--- src/rtl/core/stm_pkg.sv ---
package stm_pkg;

  localparam int unsigned DEFAULT_MAX_DEPTH = 255;
  localparam int unsigned DEPTH_W           = 8;

  localparam logic [7:0] CH_TAB     = 8'h09;
  localparam logic [7:0] CH_NL      = 8'h0A;
  localparam logic [7:0] CH_VT      = 8'h0B;
  localparam logic [7:0] CH_FF      = 8'h0C;
  localparam logic [7:0] CH_CR      = 8'h0D;
  localparam logic [7:0] CH_SPACE   = 8'h20;
  localparam logic [7:0] CH_DQUOTE  = 8'h22;
  localparam logic [7:0] CH_HASH    = 8'h23;
  localparam logic [7:0] CH_SQUOTE  = 8'h27;
  localparam logic [7:0] CH_OPEN    = 8'h28;
  localparam logic [7:0] CH_CLOSE   = 8'h29;
  localparam logic [7:0] CH_COMMA   = 8'h2C;
  localparam logic [7:0] CH_SEMI    = 8'h3B;
  localparam logic [7:0] CH_AT      = 8'h40;
  localparam logic [7:0] CH_BSLASH  = 8'h5C;
  localparam logic [7:0] CH_BQUOTE  = 8'h60;

  localparam logic [3:0] K_NONE   = 4'd0;
  localparam logic [3:0] K_OPEN   = 4'd1;
  localparam logic [3:0] K_CLOSE  = 4'd2;
  localparam logic [3:0] K_VEC    = 4'd3;
  localparam logic [3:0] K_QUOTE  = 4'd4;
  localparam logic [3:0] K_QQ     = 4'd5;
  localparam logic [3:0] K_UNQ    = 4'd6;
  localparam logic [3:0] K_SPLICE = 4'd7;
  localparam logic [3:0] K_STR    = 4'd8;
  localparam logic [3:0] K_ATOM   = 4'd9;
  localparam logic [3:0] K_END    = 4'd10;

  localparam logic [1:0] E_NONE     = 2'd0;
  localparam logic [1:0] E_OPEN_STR = 2'd1;
  localparam logic [1:0] E_UNDERRUN = 2'd2;
  localparam logic [1:0] E_OVERFLOW = 2'd3;

  typedef struct packed {
    logic space;
    logic delim;
    logic newline;
    logic semi;
    logic dquote;
    logic hash;
    logic squote;
    logic bquote;
    logic comma;
    logic open;
    logic close;
    logic at;
    logic bslash;
  } char_class_t;

endpackage

--- src/rtl/core/stm_char_class.sv ---
module stm_char_class (
  input  logic [7:0]          ch,
  output stm_pkg::char_class_t cls
);
  import stm_pkg::*;

  logic space;

  assign space = (ch == CH_SPACE) || (ch == CH_TAB) || (ch == CH_NL) ||
                 (ch == CH_VT) || (ch == CH_FF) || (ch == CH_CR);

  always_comb begin
    cls.space   = space;
    cls.newline = (ch == CH_NL);
    cls.semi    = (ch == CH_SEMI);
    cls.dquote  = (ch == CH_DQUOTE);
    cls.hash    = (ch == CH_HASH);
    cls.squote  = (ch == CH_SQUOTE);
    cls.bquote  = (ch == CH_BQUOTE);
    cls.comma   = (ch == CH_COMMA);
    cls.open    = (ch == CH_OPEN);
    cls.close   = (ch == CH_CLOSE);
    cls.at      = (ch == CH_AT);
    cls.bslash  = (ch == CH_BSLASH);
    cls.delim   = space || (ch == CH_OPEN) || (ch == CH_CLOSE) || (ch == CH_SEMI) ||
                  (ch == CH_HASH) || (ch == CH_DQUOTE) || (ch == CH_SQUOTE) ||
                  (ch == CH_BQUOTE) || (ch == CH_COMMA);
  end

endmodule

--- src/rtl/core/sexpr_token_marker.sv ---
// S-expression token marker.
// Slave channel: one source byte per request in s_tdata; s_tlast high marks
// the end of the text instead of a byte (s_tdata is then ignored).
// Master channel: one result per request: the byte, token start / in-token
// flags, bracket depth after the byte and an error code in m_tdata, the
// token kind in m_tuser. An end-of-text request yields kind "end", byte zero,
// and leaves the depth as is, so an unclosed expression shows as nonzero.
// A request is loaded into the input register when it is accepted and then into
// the result register, which raises m_tvalid; a stalled result keeps it waiting in
// the input register. Throughput: one request per cycle while the receiver keeps
// up; the lexer mode and depth update together with the result register.
// Reset clears both valid registers, the mode (between tokens) and the depth.
// When the receiver stalls, the result register holds; the input register
// still takes one more request, then s_tready drops until the result drains.
// MAX_DEPTH caps the depth at the lesser of MAX_DEPTH and 255.
module sexpr_token_marker #(
  parameter int unsigned MAX_DEPTH = stm_pkg::DEFAULT_MAX_DEPTH
) (
  input  logic        clk,
  input  logic        rst,
  input  logic        s_tvalid,
  output logic        s_tready,
  input  logic [7:0]  s_tdata,  // [7:0] char_in
  input  logic        s_tlast,  // end_of_input
  output logic        m_tvalid,
  input  logic        m_tready,
  output logic [23:0] m_tdata,  // [7:0] char_out, [8] token_start, [9] in_token,
                                // [17:10] depth, [19:18] error_code, [23:20] zero
  output logic [3:0]  m_tuser   // [3:0] token_kind
);
  import stm_pkg::*;

  localparam logic [DEPTH_W-1:0] DEPTH_CAP =
    (MAX_DEPTH < 255) ? DEPTH_W'(MAX_DEPTH) : DEPTH_W'(255);

  typedef enum logic [2:0] {
    M_IDLE, M_COMMENT, M_STR, M_STR_ESC, M_ATOM, M_ATOM_ESC, M_HASH, M_COMMA
  } mode_t;

  mode_t              mode, mode_next;
  logic [DEPTH_W-1:0] depth, depth_next;

  logic               in_valid;
  logic [7:0]         in_char;
  logic               in_last;

  logic               out_valid;
  logic [7:0]         out_char;
  logic               out_start;
  logic               out_inside;
  logic [3:0]         out_kind;
  logic [DEPTH_W-1:0] out_depth;
  logic [1:0]         out_err;

  logic               advance;
  char_class_t        cls;

  logic [7:0]         char_next;
  logic               start_next;
  logic               inside_next;
  logic [3:0]         kind_next;
  logic [1:0]         err_next;
  logic               use_idle;
  logic               go_deeper;

  stm_char_class u_class (
    .ch  (in_char),
    .cls (cls)
  );

  assign advance  = in_valid && (!out_valid || m_tready);
  assign s_tready = !in_valid || advance;

  always_comb begin
    mode_next   = mode;
    depth_next  = depth;
    char_next   = in_char;
    start_next  = 1'b0;
    inside_next = 1'b0;
    kind_next   = K_NONE;
    err_next    = E_NONE;
    use_idle    = 1'b0;
    go_deeper   = 1'b0;

    if (in_last) begin
      if (mode == M_STR || mode == M_STR_ESC) begin
        err_next = E_OPEN_STR;
      end
      start_next  = 1'b1;
      inside_next = 1'b1;
      kind_next   = K_END;
      mode_next   = M_IDLE;
      char_next   = 8'd0;
    end else begin
      case (mode)
        M_COMMENT: begin
          if (cls.newline) begin
            mode_next = M_IDLE;
          end
        end
        M_STR: begin
          inside_next = 1'b1;
          kind_next   = K_STR;
          if (cls.dquote) begin
            mode_next = M_IDLE;
          end else if (cls.bslash) begin
            mode_next = M_STR_ESC;
          end
        end
        M_STR_ESC: begin
          inside_next = 1'b1;
          kind_next   = K_STR;
          mode_next   = M_STR;
        end
        M_ATOM_ESC: begin
          inside_next = 1'b1;
          kind_next   = K_ATOM;
          mode_next   = M_ATOM;
        end
        M_ATOM, M_HASH: begin
          if (mode == M_HASH && cls.open) begin
            // '#(' turns the lone hash into a vector opener
            inside_next = 1'b1;
            kind_next   = K_VEC;
            go_deeper   = 1'b1;
            mode_next   = M_IDLE;
          end else if (cls.delim) begin
            use_idle = 1'b1;
          end else begin
            inside_next = 1'b1;
            kind_next   = K_ATOM;
            mode_next   = cls.bslash ? M_ATOM_ESC : M_ATOM;
          end
        end
        M_COMMA: begin
          if (cls.at) begin
            inside_next = 1'b1;
            kind_next   = K_SPLICE;
            mode_next   = M_IDLE;
          end else begin
            use_idle = 1'b1;
          end
        end
        default: begin
          use_idle = 1'b1;
        end
      endcase

      if (use_idle) begin
        mode_next = M_IDLE;
        if (!cls.space) begin
          if (cls.semi) begin
            mode_next = M_COMMENT;
          end else begin
            start_next  = 1'b1;
            inside_next = 1'b1;
            if (cls.dquote) begin
              kind_next = K_STR;
              mode_next = M_STR;
            end else if (cls.open) begin
              kind_next = K_OPEN;
              go_deeper = 1'b1;
            end else if (cls.close) begin
              kind_next = K_CLOSE;
              if (depth == '0) begin
                err_next = E_UNDERRUN;
              end else begin
                depth_next = depth - DEPTH_W'(1);
              end
            end else if (cls.squote) begin
              kind_next = K_QUOTE;
            end else if (cls.bquote) begin
              kind_next = K_QQ;
            end else if (cls.comma) begin
              kind_next = K_UNQ;
              mode_next = M_COMMA;
            end else if (cls.hash) begin
              kind_next = K_ATOM;
              mode_next = M_HASH;
            end else begin
              kind_next = K_ATOM;
              mode_next = M_ATOM;
            end
          end
        end
      end

      if (go_deeper) begin
        // saturate at the cap and flag it
        if (depth >= DEPTH_CAP) begin
          depth_next = DEPTH_CAP;
          err_next   = E_OVERFLOW;
        end else begin
          depth_next = depth + DEPTH_W'(1);
        end
      end
    end
  end

  always_ff @(posedge clk) begin
    if (rst) begin
      in_valid  <= 1'b0;
      out_valid <= 1'b0;
      mode      <= M_IDLE;
      depth     <= '0;
    end else begin
      if (s_tvalid && s_tready) begin
        in_valid <= 1'b1;
      end else if (advance) begin
        in_valid <= 1'b0;
      end

      if (advance) begin
        out_valid <= 1'b1;
        mode      <= mode_next;
        depth     <= depth_next;
      end else if (m_tready) begin
        out_valid <= 1'b0;
      end
    end
  end

  always_ff @(posedge clk) begin
    if (s_tvalid && s_tready) begin
      in_char <= s_tdata;
      in_last <= s_tlast;
    end
    if (advance) begin
      out_char   <= char_next;
      out_start  <= start_next;
      out_inside <= inside_next;
      out_kind   <= kind_next;
      out_depth  <= depth_next;
      out_err    <= err_next;
    end
  end

  assign m_tvalid = out_valid;
  assign m_tdata  = {4'd0, out_err, out_depth, out_inside, out_start, out_char};
  assign m_tuser  = out_kind;

  a_depth_capped: assert property (@(posedge clk) disable iff (rst)
    depth <= DEPTH_CAP)
    else $error("bracket depth above cap");

  a_overflow_at_cap: assert property (@(posedge clk) disable iff (rst)
    (out_valid && out_err == E_OVERFLOW) |-> (out_depth == DEPTH_CAP))
    else $error("overflow reported below the cap");

  a_end_resets_mode: assert property (@(posedge clk) disable iff (rst)
    (advance && in_last) |=> (mode == M_IDLE))
    else $error("mode not idle after end of text");

  a_start_in_token: assert property (@(posedge clk) disable iff (rst)
    (out_valid && out_start) |-> (out_inside && out_kind != K_NONE))
    else $error("token start without a token");

  a_depth_tracks: assert property (@(posedge clk) disable iff (rst)
    advance |=> (out_depth == depth))
    else $error("reported depth differs from held depth");

endmodule

--- config.mk ---
export PLATFORM = sky130hd
export DESIGN_NAME = sexpr_token_marker
export DESIGN_NICKNAME = d
export VERILOG_FILES = /design/src/rtl/core/stm_pkg.sv /design/src/rtl/core/stm_char_class.sv /design/src/rtl/core/sexpr_token_marker.sv
export SDC_FILE = /design/constraint.sdc
export NUM_CORES = 1
export LEC_CHECK = 0
export BUFFER_PORTS_ARGS = -buffer_cell sky130_fd_sc_hd__buf_2
export CORE_AREA = 2 2 80 82
export CTS_CLUSTER_SIZE = 14
export DETAILED_ROUTE_END_ITERATION = 10
export DIE_AREA = 0 0 82 84
export PLACE_DENSITY = 0.73
export REMOVE_ABC_BUFFERS = 1
export SYNTH_ARGS = -nofsm -noshare
export SYNTH_HDL_FRONTEND = slang
export SYNTH_SLANG_ARGS = --single-unit
--- constraint.sdc ---
create_clock -name clk -period 7.2 [get_ports clk]
set_input_delay 0.72 -clock clk [delete_from_list [all_inputs] [get_ports clk]]
set_output_delay 0.72 -clock clk [all_outputs]
set_load 0.05 [all_outputs]
## After elaboration in Yosys (flattened, before gate mapping)

Index checks and enable logic that the tools add are counted.

- Add/subtract/negate cells: 2
- Magnitude comparators: 1
- Eq/ne operators: 27
- Multiplexer cells: 80
- Reductions and logical operators: 30

Operators with widths:

| operator | number |
|---|---|
| 2-to-1 mux 8 bit | 10 |
| == test 8 x 6 -> 1 bit, second input constant | 8 |
| 2-to-1 mux 3 bit | 16 |
| 2-to-1 mux 4 bit | 11 |
| == test 8 x 4 -> 1 bit, second input constant | 5 |
| 2-to-1 mux 1 bit | 27 |
| == test 8 x 7 -> 1 bit, second input constant | 3 |
| 2-to-1 mux 2 bit | 12 |
| one-hot mux 3 bit (6 select lines) | 1 |
| logical OR 1 bit | 16 |
| one-hot mux 4 bit (4 select lines) | 1 |
| == test 3 bit, second input constant | 4 |
| adder 8 x 1 -> 8 bit, second input constant | 1 |
| >= comparator 8 bit, second input constant | 1 |
| logical NOT 8 bit | 1 |
| != test 4 bit, second input constant | 2 |
| nonzero test 8 bit | 1 |
| subtractor 8 x 1 -> 8 bit, second input constant | 1 |
| == test 3 x 2 -> 1 bit, second input constant | 2 |
| one-hot mux 1 bit (3 select lines) | 2 |
| AND reduction 6 bit | 1 |
| != test 5 x 4 -> 1 bit, second input constant | 1 |
| != test 5 bit, second input constant | 1 |
| nonzero test 2 bit | 2 |
| other kinds (6) | 10 |

- Flip-flop bits (word level): 46
- Input bits: 13

## Longest topological paths before layout

- Word-level depth: 22
- Depth in mapped cells: 9
- Gate-level depth less buffers: 8

## Modules after synthesis

From an unflattened synthesis, not the netlist that was laid out.

- Cell total of the unflattened synthesis: 329
- Area total of the unflattened synthesis: 2967.8 um^2

By module, submodules not included:

| module | instances | cells an instance | area each (um^2) | sequential area each (um^2) |
|---|---|---|---|---|
| sexpr_token_marker | 1 | 284 | 2692.6 | 1251.2 |
| stm_char_class | 1 | 45 | 275.3 | 0.0 |

## Least setup slack after synthesis

Ideal clock, no wire load.

- Path kind: input-to-reg
- From: in m_tready
- To: reg mode[2]
- Library setup time: 117 ps
- Arrival time: 2596 ps
- Required time: 7083 ps
- Slack: 4486 ps
- Stages on the path: 6
- Buffers on the path: 1
- Path through: nor2b_1 -> nor2b_1 -> clkbuf_1 -> nand3_1 -> o21bai_1 -> a32o_1

- Word-level cells in the longest chain between the ends: 3

Ends and longest elaborated chain:

| what | line | RTL |
|---|---|---|
| start, declared | sexpr_token_marker.sv:26 | `input logic m_tready,` |
| logical OR 1 bit | sexpr_token_marker.sv:71 | `assign advance = in_valid && (!out_valid \|\| m_tready);` |
| logical AND 1 bit | sexpr_token_marker.sv:71 |  |
| via advance | sexpr_token_marker.sv:55 | `logic advance;` |
| AND reduction 6 bit (no source line) | n/a |  |
| end signal, assigned | sexpr_token_marker.sv:215 | `mode <= mode_next;` |
| end, declared | sexpr_token_marker.sv:40 | `mode_t mode, mode_next;` |

The timed path passes the listed nets, and every way through them passes these cells.
A chain may end at the register's enable or synchronous reset.

## Final worst setup path

- From: reg in_char[3]
- To: reg out_depth[4], data pin

- Word-level cells in the longest chain between the ends: 22

Ends and longest elaborated chain:

| what | line | RTL |
|---|---|---|
| start, declared | sexpr_token_marker.sv:44 | `logic [7:0] in_char;` |
| start signal, assigned | sexpr_token_marker.sv:225 | `in_char <= s_tdata;` |
| == test 8 x 6 -> 1 bit or == test 8 x 4 -> 1 bit (tied branches) | stm_char_class.sv:9 | `assign space = (ch == CH_SPACE) \|\| (ch == CH_TAB) \|\| (ch == CH_NL) \|\|` |
| logical OR 1 bit (3 in a row) | stm_char_class.sv:9 |  |
| logical OR 1 bit (2 in a row) | stm_char_class.sv:10 | `(ch == CH_VT) \|\| (ch == CH_FF) \|\| (ch == CH_CR);` |
| logical OR 1 bit (4 in a row) | stm_char_class.sv:25 | `cls.delim = space \|\| (ch == CH_OPEN) \|\| (ch == CH_CLOSE) \|\| (ch == CH_SEMI) \|\|` |
| logical OR 1 bit (3 in a row) | stm_char_class.sv:26 | `(ch == CH_HASH) \|\| (ch == CH_DQUOTE) \|\| (ch == CH_SQUOTE) \|\|` |
| logical OR 1 bit | stm_char_class.sv:27 | `(ch == CH_BQUOTE) \|\| (ch == CH_COMMA);` |
| 2-to-1 mux 1 bit | sexpr_token_marker.sv:127 | `end else if (cls.delim) begin` |
| 2-to-1 mux 1 bit | sexpr_token_marker.sv:121 | `if (mode == M_HASH && cls.open) begin` |
| one-hot mux 1 bit (3 select lines) | sexpr_token_marker.sv:95 | `case (mode)` |
| 2-to-1 mux 1 bit | sexpr_token_marker.sv:85 | `if (in_last) begin` |
| 2-to-1 mux 1 bit | sexpr_token_marker.sv:149 | `if (use_idle) begin` |
| 2-to-1 mux 1 bit | sexpr_token_marker.sv:85 |  |
| 2-to-1 mux 8 bit (*) | sexpr_token_marker.sv:188 | `if (go_deeper) begin` |
| 2-to-1 mux 8 bit (*) | sexpr_token_marker.sv:85 |  |
| via depth_next[4] | sexpr_token_marker.sv:41 | `logic [DEPTH_W-1:0] depth, depth_next;` |
| end signal, assigned | sexpr_token_marker.sv:233 | `out_depth <= depth_next;` |
| end, declared | sexpr_token_marker.sv:52 | `logic [DEPTH_W-1:0] out_depth;` |

Mark *: on every way through the listed nets, which the timed path passes. The rest lies on a longest branch. The select of a mux whose other input is x is not followed.

==> impl_metrics.toml <==
[sta]
hold_violations = 0
skew_ps = 6.84
slew_viol_final = 0
setup_violations = 0
worst_slew_pin_slew_ps = 741
period_minus_slack_ps = 2780
rsz0062_at_grt = "false"
fin_crit_sh = 0.386
tns_ps = 0
slew_headroom = 0.502
max_freq_mhz = 360

[yosys]
syn_inst = 314
async_flop_share = 0
syn_area_sq_mm = 0.00293
ys.flop_type = "edfxtp_1"
yosysSeqAreaShare = 0.426
ys_warn_count = 0
synth_edf_count = 33
syn_area_per_cell_sq_um = 9.34
ys_ff_latch = 46
ys_types = 69

[clock_tree]
clock_latency_ps = 300
cts-resized-gates = 0
clock_sinks = 46
postCtsSetupRepairBufs = 0
htreeDepth = 2
path_clk_slew_ps = 90
cts_buffers = 5
tritoncts = "yes"
root_buffer = "clkbuf_8"
hold_buffers = 0
clockBufferDepth = 2

[route]
vias = 2447
dr.pass1.iters = 6
wl_per_cell_um = 16.0
drt_iter0_drc = 249
via_per_inst = 5.94
drc_errors = 0
routed_wl_um = 6580
ant_nets = 0

[setup_path]
start_kind = "flop"
crit_fanout = 15
end_kind = "flop"
path_class = "reg -> reg"
arrival_ps = 2820
critPathRequiredTime_ps = 7240
r2r_slack_ps = 4420

[flow_run]
maxCapViolCount = 0

[global_routing]
grt_pass1_vias = 2223
grt_max_degree = 33
grt.total_usage = 0.199
overflow = 0
grt_antenna_before_repair = 0
grt_first_pass_wirelength_um = 10900

[finish]
nets = 350
drive_gt1_frac = 0.200
final_util = 0.527
area_delta_synth_final_pct = 9.47
insertedDiodeCount = 0
final_area_sq_mm = 0.00321

[floorplan]
die-area_sq_mm = 0.00689
core_sq_mm = 0.00610
num_io_pins = 43
rows = 29
fp.dieH_um = 84
die_w_um = 82
initial_core_util = 0.481

[run_status]
outcome = "complete, no violations"

[placement]
numPortBuffers = 38
place_congestion = 0.901
post_dp_cell_area_sq_mm = 0.00310
hpwlAfterDp_um = 4640

[min_path]
min_path_type = "reg -> reg"

[pwr]
p_leak_nw = 1.14
peakVddDrop_mv = 0.0978
p_total_uw = 600
power_density_mw_per_mm2 = 187
==> cells by family (layout without fill, tap and decap cells) <==
logic type | Yosys count | count (layout) | synth area share
AOI/OAI and AO/OA | 88 | 88 | 0.206
other | 1 | 4 | 0.00128
and+or+nand+nor | 133 | 133 | 0.272
buffers and inverters | 37 | 55 | 0.0601
DFF | 46 | 46 | 0.426
adders and majority gates | 3 | 3 | 0.0128
muxes | 6 | 6 | 0.0209
==> synth_stat cells (3+ instances only) <==
master | number | area (sq um)
nor4b_2 | 3 | 45.0
o21ai_1 | 3 | 15.0
dfxtp_1 | 13 | 260
a31oi_1 | 7 | 43.8
nand2b_1 | 3 | 18.8
o21a_1 | 5 | 37.5
nor2_1 | 26 | 97.6
nor3_1 | 11 | 55.1
nand3b_1 | 3 | 22.5
nor2b_1 | 15 | 93.8
a2111oi_2 | 3 | 45.0
and3_1 | 5 | 31.3
edfxtp_1 | 33 | 991
clkbuf_1 | 17 | 63.8
mux2i_1 | 5 | 50.1
inv_1 | 6 | 22.5
o211ai_1 | 4 | 30.0
nand4_1 | 8 | 50.1
a211oi_1 | 4 | 30.0
buf_2 | 6 | 30.0
buf_4 | 6 | 45.0
nand3_1 | 11 | 55.1
o21ai_0 | 14 | 70.1
and2_1 | 6 | 37.5
o31a_1 | 3 | 26.3
nand2_1 | 18 | 67.6
a21oi_1 | 24 | 120
ha_1 | 3 | 37.5
==> where the power goes <==
| group | internal (mW) | switching (mW) | leakage [nW] |
|---|---|---|---|
| combinational | 0.0287 | 0.0661 | 0.665 |
| sequential | 0.297 | 0.0142 | 0.411 |
| clock | 0.104 | 0.0899 | 0.0585 |
==> layout by cell type, fill, tap and decap left out, drive strengths merged, types with 2 or more instances in the layout <==
cell,count
nand4,8
clkinv,2
dfxtp,13
nand2,18
nor4,3
and2b,2
and2,6
o31ai,2
and3,5
a211oi,4
mux2i,5
or4,3
inv,7
a21o,2
clkbuf,5
o21ai,18
or3,2
edfxtp,33
o211ai,4
o21a,5
nand2b,3
nor4b,4
or2,2
nor2b,16
conb,4
buf,40
nand3b,3
nor2,26
o31a,3
ha,3
a21oi,24
nor3b,2
and4b,2
a31oi,8
a41oi,2
nand3,12
nor3,12
a2111oi,3
a31o,2
==> final timing paths <==
kind | cells after the start | to | from
worst max register to register | 6 | out_depth[4] | in_char[3]
worst max-delay path | 6 | out_depth[4] | in_char[3]
worst min register to register | 2 | m_tvalid | in_valid
worst min-delay path | 2 | m_tvalid | in_valid
==> through the flow <==
step           cells  hold slack (ps)  worst slack (ps)
2_1_floorplan    287              478              3960
3_3_place_gp     404              500              4600
3_5_place_dp     404              521              4490
4_1_cts          412              536              4480
5_1_grt          412              578              4230
6_report         412              528              4420
==> registers in the layout, indices dropped and copies added (netlist names) <==
| signal | cells |
|---|---|
| m_tvalid | 1 |
| out_err | 2 |
| out_start | 1 |
| in_char | 8 |
| in_valid | 1 |
| in_last | 1 |
| out_inside | 1 |
| depth | 8 |
| mode | 3 |
| m_tuser | 4 |
| out_depth | 8 |
| out_char | 8 |
==> critical path: stages, from the launching register on <==
cell	delay, ps
edfxtp_1	630
nor4b_2	580
and4b_1	500
nand2_1	180
o31a_1	270
nor4_2	260
nor3_1	100
==> area by class of cell <==
cell class / instances / area (sq um)
Fill cell: 550 / 2880
Multi-Input combinational cell: 234 / 1520
Sequential cell: 46 / 1250
Timing Repair Buffer: 40 / 205
Tap cell: 77 / 96.3
Clock buffer: 5 / 68.8
Clock inverter: 3 / 43.8
Inverter: 7 / 26.3
==> per-layer routing <==
layer | routed length [um] | vias up | share of wire | GRT usage
met1 | 3180 | 1117 | 0.48 | 0.304
met5 | 0 | - | 0 | 0
met3 | 447 | 11 | 0.068 | 0.0444
met2 | 2860 | 105 | 0.43 | 0.279
met4 | 90 | 0 | 0.014 | 0.0591
li1 | - | 1214 | - | -
Power figures use the tool's default switching activity.
